$ cat src/hw/rtl/odavg_pkg.sv
// ----------------------------------------------------------------------------
// odavg_pkg
// Shared types and constants for the oversample decimating averager.
// ----------------------------------------------------------------------------
`default_nettype none

package odavg_pkg;

  // decimation rate register
  localparam int unsigned RATE_W = 11;
  localparam logic [RATE_W-1:0] RATE_RESET = 11'd16;

  // m_axis_tuser bit positions
  localparam int unsigned TUSER_W      = 2;
  localparam int unsigned TUSER_NEW    = 0;
  localparam int unsigned TUSER_PRIMED = 1;

  typedef enum logic [1:0] {
    ST_IDLE,
    ST_DIV,
    ST_DONE
  } odavg_state_e;

endpackage : odavg_pkg

`default_nettype wire

$ cat src/hw/rtl/odavg_div.sv
// ----------------------------------------------------------------------------
// odavg_div
// Restoring divider, one quotient bit per cycle. Signed dividend, positive
// divisor, quotient truncated toward zero.
// ----------------------------------------------------------------------------
`default_nettype none

module odavg_div #(
  parameter int unsigned DVD_W = 26,
  parameter int unsigned DVS_W = 11
) (
  input  wire logic                    clk_i,
  input  wire logic                    rst_ni,
  input  wire logic                    start_i,
  input  wire logic signed [DVD_W-1:0] dividend_i,
  input  wire logic        [DVS_W-1:0] divisor_i,
  output      logic                    done_o,
  output      logic signed [DVD_W-1:0] quotient_o
);

  localparam int unsigned STEP_W = $clog2(DVD_W + 1);

  logic              busy_q;
  logic              done_q;
  logic [STEP_W-1:0] step_q;
  logic              neg_q;
  logic [DVD_W-1:0]  quo_q, quo_d;
  logic [DVS_W-1:0]  rem_q, rem_d;
  logic [DVS_W-1:0]  dvs_q;
  logic [DVS_W:0]    shifted;
  logic [DVS_W+1:0]  diff;
  logic [DVD_W-1:0]  mag;

  always_comb begin
    mag     = dividend_i[DVD_W-1] ? DVD_W'(-dividend_i) : DVD_W'(dividend_i);
    shifted = {rem_q, quo_q[DVD_W-1]};
    diff    = {1'b0, shifted} - {2'b00, dvs_q};
    // trial subtract: keep the difference when it did not go negative
    if (!diff[DVS_W+1]) begin
      rem_d = diff[DVS_W-1:0];
      quo_d = {quo_q[DVD_W-2:0], 1'b1};
    end else begin
      rem_d = shifted[DVS_W-1:0];
      quo_d = {quo_q[DVD_W-2:0], 1'b0};
    end
  end

  always_ff @(posedge clk_i or negedge rst_ni) begin
    if (!rst_ni) begin
      busy_q <= 1'b0;
      done_q <= 1'b0;
      step_q <= '0;
    end else begin
      done_q <= 1'b0;
      if (start_i) begin
        busy_q <= 1'b1;
        step_q <= STEP_W'(DVD_W);
      end else if (busy_q) begin
        step_q <= step_q - 1'b1;
        if (step_q == STEP_W'(1)) begin
          busy_q <= 1'b0;
          done_q <= 1'b1;
        end
      end
    end
  end

  always_ff @(posedge clk_i) begin
    if (start_i) begin
      neg_q <= dividend_i[DVD_W-1];
      quo_q <= mag;
      rem_q <= '0;
      dvs_q <= divisor_i;
    end else if (busy_q) begin
      quo_q <= quo_d;
      rem_q <= rem_d;
    end
  end

  assign done_o     = done_q;
  assign quotient_o = neg_q ? -$signed(quo_q) : $signed(quo_q);

endmodule : odavg_div

`default_nettype wire

$ cat src/hw/rtl/oversample_decimating_averager.sv
// ----------------------------------------------------------------------------
// oversample_decimating_averager
// Accumulate-and-dump decimator returning the running or held mean per sample.
// ----------------------------------------------------------------------------
// Usage:
//   s_axis carries one signed sample per request in tdata. Each sample gives
//   one result on m_axis: tdata holds the mean, tuser flags a freshly
//   completed block (new_output) and that at least one block has completed
//   (primed). Before the first block completes the mean is sum / count;
//   afterwards it is the held block mean.
//   The rate register is written through cfg_we_i / cfg_wdata_i; the user must
//   write it only while idle, which the block does not enforce. Zero acts as
//   one, values above MAX_RATE act as MAX_RATE.
//   Timing: a sample that needs a division (block end, or not yet primed) goes
//   from accept through ST_DIV, where the divider makes one quotient bit per
//   cycle, and ST_DONE to the output register; other samples go straight to
//   ST_DONE. s_axis_tready is low while a sample is in work and returns the
//   cycle after the output register loads. The output register frees the
//   input side: a new sample is taken while a result waits; a finished result
//   stalls only if the previous one is still not taken.
//   Reset clears sum, count, held mean, primed flag and sets rate to 16.
// ----------------------------------------------------------------------------
`default_nettype none

module oversample_decimating_averager #(
  parameter int unsigned SAMPLE_WIDTH = 16,
  parameter int unsigned MAX_RATE     = 1024
) (
  input  wire logic                                  clk_i,
  input  wire logic                                  rst_ni,
  // config
  input  wire logic                                  cfg_we_i,
  input  wire logic [odavg_pkg::RATE_W-1:0]          cfg_wdata_i,
  // sample in
  input  wire logic                                  s_axis_tvalid,
  output      logic                                  s_axis_tready,
  input  wire logic [((SAMPLE_WIDTH+7)/8)*8-1:0]     s_axis_tdata,  // sample
  // result out
  output      logic                                  m_axis_tvalid,
  input  wire logic                                  m_axis_tready,
  output      logic [((SAMPLE_WIDTH+7)/8)*8-1:0]     m_axis_tdata,  // mean
  output      logic [odavg_pkg::TUSER_W-1:0]         m_axis_tuser   // new_output, primed
);

  localparam int unsigned TDATA_W = ((SAMPLE_WIDTH + 7) / 8) * 8;
  localparam int unsigned CNT_W   = $clog2(MAX_RATE + 1);
  localparam int unsigned SUM_W   = SAMPLE_WIDTH + $clog2(MAX_RATE);

  odavg_pkg::odavg_state_e state_q, state_d;

  logic [odavg_pkg::RATE_W-1:0] rate_q;
  logic [CNT_W-1:0]             rate_eff;
  logic signed [SUM_W-1:0]      sum_q, sum_new;
  logic [CNT_W-1:0]             cnt_q, cnt_new;
  logic signed [SAMPLE_WIDTH-1:0] held_q;
  logic                         primed_q;

  logic signed [SAMPLE_WIDTH-1:0] res_mean_q;
  logic                         res_new_q;
  logic                         res_primed_q;

  logic                         m_valid_q;
  logic [SAMPLE_WIDTH-1:0]      m_mean_q;
  logic                         m_new_q;
  logic                         m_primed_q;

  logic                         accept;
  logic                         block_end;
  logic                         need_div;
  logic                         out_load;
  logic [CNT_W-1:0]             divisor;
  logic                         div_done;
  logic signed [SUM_W-1:0]      quotient;

  always_comb begin
    if (rate_q == '0) begin
      rate_eff = CNT_W'(1);
    end else if (32'(rate_q) > 32'(MAX_RATE)) begin
      rate_eff = CNT_W'(MAX_RATE);
    end else begin
      rate_eff = CNT_W'(rate_q);
    end
  end

  assign accept    = s_axis_tvalid && s_axis_tready;
  assign sum_new   = sum_q + SUM_W'($signed(s_axis_tdata[SAMPLE_WIDTH-1:0]));
  assign cnt_new   = cnt_q + 1'b1;
  // a lowered rate can leave the count above it; the next sample ends the block
  assign block_end = (cnt_new >= rate_eff);
  assign need_div  = block_end || !primed_q;
  assign divisor   = block_end ? rate_eff : cnt_new;

  always_comb begin
    state_d       = state_q;
    s_axis_tready = 1'b0;
    out_load      = 1'b0;
    unique case (state_q)
      odavg_pkg::ST_IDLE: begin
        s_axis_tready = 1'b1;
        if (s_axis_tvalid) begin
          state_d = need_div ? odavg_pkg::ST_DIV : odavg_pkg::ST_DONE;
        end
      end
      odavg_pkg::ST_DIV: begin
        if (div_done) begin
          state_d = odavg_pkg::ST_DONE;
        end
      end
      odavg_pkg::ST_DONE: begin
        if (!m_valid_q || m_axis_tready) begin
          out_load = 1'b1;
          state_d  = odavg_pkg::ST_IDLE;
        end
      end
      default: state_d = odavg_pkg::ST_IDLE;
    endcase
  end

  odavg_div #(
    .DVD_W (SUM_W),
    .DVS_W (CNT_W)
  ) u_div (
    .clk_i      (clk_i),
    .rst_ni     (rst_ni),
    .start_i    (accept && need_div),
    .dividend_i (sum_new),
    .divisor_i  (divisor),
    .done_o     (div_done),
    .quotient_o (quotient)
  );

  always_ff @(posedge clk_i or negedge rst_ni) begin
    if (!rst_ni) begin
      state_q  <= odavg_pkg::ST_IDLE;
      rate_q   <= odavg_pkg::RATE_RESET;
      sum_q    <= '0;
      cnt_q    <= '0;
      held_q   <= '0;
      primed_q <= 1'b0;
      m_valid_q <= 1'b0;
    end else begin
      state_q <= state_d;
      if (cfg_we_i) begin
        rate_q <= cfg_wdata_i;
      end
      if (accept) begin
        if (block_end) begin
          sum_q    <= '0;
          cnt_q    <= '0;
          primed_q <= 1'b1;
        end else begin
          sum_q <= sum_new;
          cnt_q <= cnt_new;
        end
      end
      if (state_q == odavg_pkg::ST_DIV && div_done && res_new_q) begin
        held_q <= quotient[SAMPLE_WIDTH-1:0];
      end
      if (out_load) begin
        m_valid_q <= 1'b1;
      end else if (m_axis_tready) begin
        m_valid_q <= 1'b0;
      end
    end
  end

  always_ff @(posedge clk_i) begin
    if (accept) begin
      res_new_q    <= block_end;
      res_primed_q <= primed_q || block_end;
      if (!need_div) begin
        res_mean_q <= held_q;
      end
    end else if (state_q == odavg_pkg::ST_DIV && div_done) begin
      res_mean_q <= quotient[SAMPLE_WIDTH-1:0];
    end
    if (out_load) begin
      m_mean_q   <= res_mean_q;
      m_new_q    <= res_new_q;
      m_primed_q <= res_primed_q;
    end
  end

  assign m_axis_tvalid = m_valid_q;
  assign m_axis_tdata  = TDATA_W'(m_mean_q);
  always_comb begin
    m_axis_tuser = '0;
    m_axis_tuser[odavg_pkg::TUSER_NEW]    = m_new_q;
    m_axis_tuser[odavg_pkg::TUSER_PRIMED] = m_primed_q;
  end

endmodule : oversample_decimating_averager

`default_nettype wire

$ cat config.mk
export PLATFORM = sky130hd
export DESIGN_NAME = oversample_decimating_averager
export DESIGN_NICKNAME = d
export VERILOG_FILES = /design/src/hw/rtl/odavg_pkg.sv /design/src/hw/rtl/odavg_div.sv /design/src/hw/rtl/oversample_decimating_averager.sv
export SDC_FILE = /design/constraint.sdc
export NUM_CORES = 1
export LEC_CHECK = 0
export ABC_AREA = 1
export BUFFER_PORTS_ARGS = -buffer_cell sky130_fd_sc_hd__buf_2
export CORE_ASPECT_RATIO = 0.6
export CORE_MARGIN = 3
export CORE_UTILIZATION = 50
export CTS_CLUSTER_DIAMETER = 150
export DETAILED_ROUTE_END_ITERATION = 8
export GPL_TIMING_DRIVEN = 0
export HOLD_SLACK_MARGIN = 0.08
export PLACE_DENSITY_LB_ADDON = 0.1
export SETUP_SLACK_MARGIN = 0.5
export SLEW_MARGIN = 20
export SYNTH_ARGS = -nofsm -noshare
export SYNTH_HDL_FRONTEND = slang
export SYNTH_SLANG_ARGS = --single-unit
$ cat constraint.sdc
create_clock -name clk_i -period 9.7 [get_ports clk_i]
set_clock_uncertainty 0.15 [all_clocks]
set_input_delay 0.97 -clock clk_i [delete_from_list [all_inputs] [get_ports clk_i]]
set_output_delay 0.97 -clock clk_i [all_outputs]
set_load 0.05 [all_outputs]
==> impl_results.md <==
* Run status: finished, final reports clean
* Synth area leaders: edfxtp_1, dfrtp_1, nand2_1
* Non-Filler Instances at about 1,700
* Total Wirelength at roughly 26 mm
* CP endpoint kind: flop
* CTS tree: built
* Global-route wire length before repair at roughly 42 mm
* Max-slew headroom at 0.413
* Footprint of the multi-input gates at about 4900 um2
* Sw Share at 0.486
* Worst-Skew Late Latency at about 0.43 ns
* Worst path cell trace: ha_1 -> nand3_1 -> nor3_1 -> nand3_1 -> nand3b_1 -> xnor2_1 -> ha_1 -> nand2_1 -> nor4_1 -> nand4_1 -> nand2_1 -> inv_2 -> nand2_1 -> nand2_2 -> nand2_2 -> inv_1 -> a2bb2oi_1 -> inv_1
* Antenna violations before repair at 1
* Pwr/cell area at between 300 and 400 nW/um2
* Post-CTS Hold Buffers at 0
* Die ar. at 22,100 um2
* DP HPWL at ~21 mm
* WHS Path Cells at 0
* Worst path most repeated cell: nand2_1
* Reg2reg start: cnt_q[0]
* TritonCTS Buffers at 17
* PostCTS Resize Cnt at 0
* Commonest non-fill, non-tap cell in the layout: nand2_1
* Critical path arrival at ~4.8 ns
* Drt wl/cell at 15.6 um
* Crit Path Class: reg2reg
* R2r setup slk at 5.05 ns
* Final min period at ~4.6 ns
* Port bufs at 50
* Worst EP required at ~10 ns
* Psw at between 1.5 and 2 mW
* Post-route setup slack at roughly 5.1 ns
* Crit start category: flop
* Row cnt at 39
* Hold endpoint: m_axis_tdata[0]
* DR vias at around 8,900
* Vias in the first global route at approximately 8,100
* Tot GR Track Use at 0.243
* Clock-pin slew on the worst setup and hold paths at around 0.070 ns
* # setup viols final at 0
* Layout cells sized above 1 at 0.124
* Distinct cells, synth at 47
* Antenna diode count at 0
* CTS Sinks at 160
* Maximum vdd ir drop at between 0.15 and 0.2 mV
* TNS Setup at 0 ns
* Mapped cell area at slightly above 10,000 um2
* Die Wd at around 190 um
* Crit-path max FO at 34
* Max Cap Viol at 0
* Core area at 19,500 um2
* Register Area at roughly 4300 um2
* Register bit count reported by yosys at 160
* Placed insts at 1,642
* Slowest stage delay, CP at ~0.66 ns
* Slowest CP cell: nand2_2
* Die Y at around 120 um
* DRT iter0 DRCs at between 900 and 1,000
* RSZ-0062 raised after global routing: false
* Pleak at around 5.6 nW
* Synth top area share at 0.219
* R2R depth at 18
* Clock power share at 0.168
* Clock Root Buffer: clkbuf_16
* Post-Place Setup Slack at 5.30 ns
* DR DRC count at 0
* Final Cycle Share at 0.479
* Pin count of the biggest net entering global routing at 39
* Leading cell types in the layout, fill and taps excluded: nand2_1, inv_1, o21ai_0
* Most area-hungry cell type in the Yosys netlist: edfxtp_1
* Worst hold start: res_mean_q[0]
* Post-DRT Antenna Nets at 0
* Worst-Margin Slew at between 0.8 and 0.9 ns
* Internal power at 2.05 mW
* Clock tree buffer depth at 2
* Mapped Cells at around 1,300
* Area Overhead vs Synth at 11.9%
* Combinational Power Share at 0.541
* HP Class: reg2reg
* Syn nets at around 1,400
* GPL Wtd Cong at roughly 0.9
* FMAX at 0.215 GHz
* CTS HTree Levels at 4
* Vias per cell at about 5.3
* Design Power at around 4 mW
* Max Slew Vio Count at 0
* Mean Syn Cell Area at 7.67 um2
* First drt pass iteration count at 7
* Sequential area share after synthesis at 0.425
* Nets at ~1,500
* Fillers at between 1,500 and 2,000
* Sequential power share at 0.291
* Yosys warning total at 0
* Utilization after layout at 0.584
* Post-CTS setup buffers at 0
* GRT overflow at 0
* Worst R2R End: u_div.rem_q[4]
* Hold Vio Cnt, Final at 0
* Total I/O pin count at 52
* Initial Util at 0.522
kinds of logic (layout without fill, tap and decap cells):
logic type | after synthesis | count (layout) | synth area share
simple gates | 640 | 640 | 0.277
buf+inv | 229 | 313 | 0.0898
compound gates | 199 | 199 | 0.103
flops | 160 | 160 | 0.425
fa+ha+maj | 54 | 54 | 0.0680
xor+xnor | 40 | 40 | 0.0345
mux | 2 | 2 | 0.00222
flip-flops by register name (all words and copies together), names as in the netlist, 5 cells and up:
name,flops
sum_q,26
u_div.quo_q,26
held_q,16
m_axis_tdata,16
res_mean_q,16
cnt_q,11
rate_q,11
u_div.dvs_q,11
u_div.rem_q,11
u_div.step_q,5
worst max-delay path, delay by kind of cell, from the launching register on:
| family | cells | cell delay (ns) |
|---|---|---|
| buffers and inverters | 3 | 0.47 |
| and+or+nand+nor | 11 | 2.62 |
| adders and majority gates | 2 | 0.52 |
| AOI/OAI and AO/OA | 1 | 0.22 |
| DFF | 1 | 0.42 |
| xor gates and xnor gates | 1 | 0.16 |
synth_stat cells, drive strengths merged:
master / count
nand2: 433
inv: 197
o21ai: 132
nor2: 87
nand3: 75
dfrtp: 74
edfxtp: 74
ha: 52
a21oi: 46
xor2: 33
clkbuf: 20
nand4: 20
nor3: 13
dfxtp: 11
buf: 10
o22ai: 7
xnor2: 7
a31oi: 5
nand3b: 5
nor4: 4
a21o: 2
a2bb2oi: 2
and2: 2
clkinv: 2
fa: 2
mux2: 2
o21bai: 2
a22oi: 1
dfstp: 1
o21a: 1
o31ai: 1
or2: 1
worst max-delay path by stage:
stage,end,slack (ns),cells after the start,startpoint
floorplan,res_mean_q[0],5.57,15,cnt_q[0]
global placement,res_mean_q[2],4.53,15,cnt_q[0]
detailed placement,u_div.rem_q[6],5.30,18,cnt_q[0]
CTS,u_div.rem_q[4],5.24,18,cnt_q[0]
global route,u_div.rem_q[4],4.74,18,cnt_q[0]
finish,u_div.rem_q[4],5.05,18,cnt_q[0]
layer usage:
layer | routed length [um] | track usage
met1 | 14100 | 0.400
met2 | 10100 | 0.333
met3 | 1780 | 0.0402
met4 | 212 | 0.0438
met5 | 7 | 0
layout make-up:
type	instances	share of cell area
inverters	199	0.0664
plain buffers	30	0.0139
well taps	266	0.0293
clock inverters	15	0.0139
multi-input cells	935	0.434
flip-flops and latches	160	0.380
clock buffers	17	0.0374
repair buffers	52	0.0250
power by group through the flow:
| stage | registers, mW | clock network, mW | logic [mW] |
|---|---|---|---|
| after detailed placement | 1.17 | 0 | 2.12 |
| final | 1.16 | 0.669 | 2.16 |
| after global routing | 1.18 | 0.702 | 2.44 |
| after global placement | 1.17 | 0 | 2.08 |
| after CTS | 1.16 | 0.675 | 2.14 |
| after floorplan | 1.22 | 0 | 1.53 |
through the flow:
| step | hold WS (ns) | instance area, um2 |
|---|---|---|
| 3_3_place_gp | 0.254 | 10700 |
| 2_1_floorplan | 0.250 | 10200 |
| 4_1_cts | 0.270 | 11400 |
| 6_report | 0.269 | 11400 |
| 5_1_grt | 0.289 | 11400 |
| 3_5_place_dp | 0.255 | 10800 |
Power figures use the tool's default switching activity.
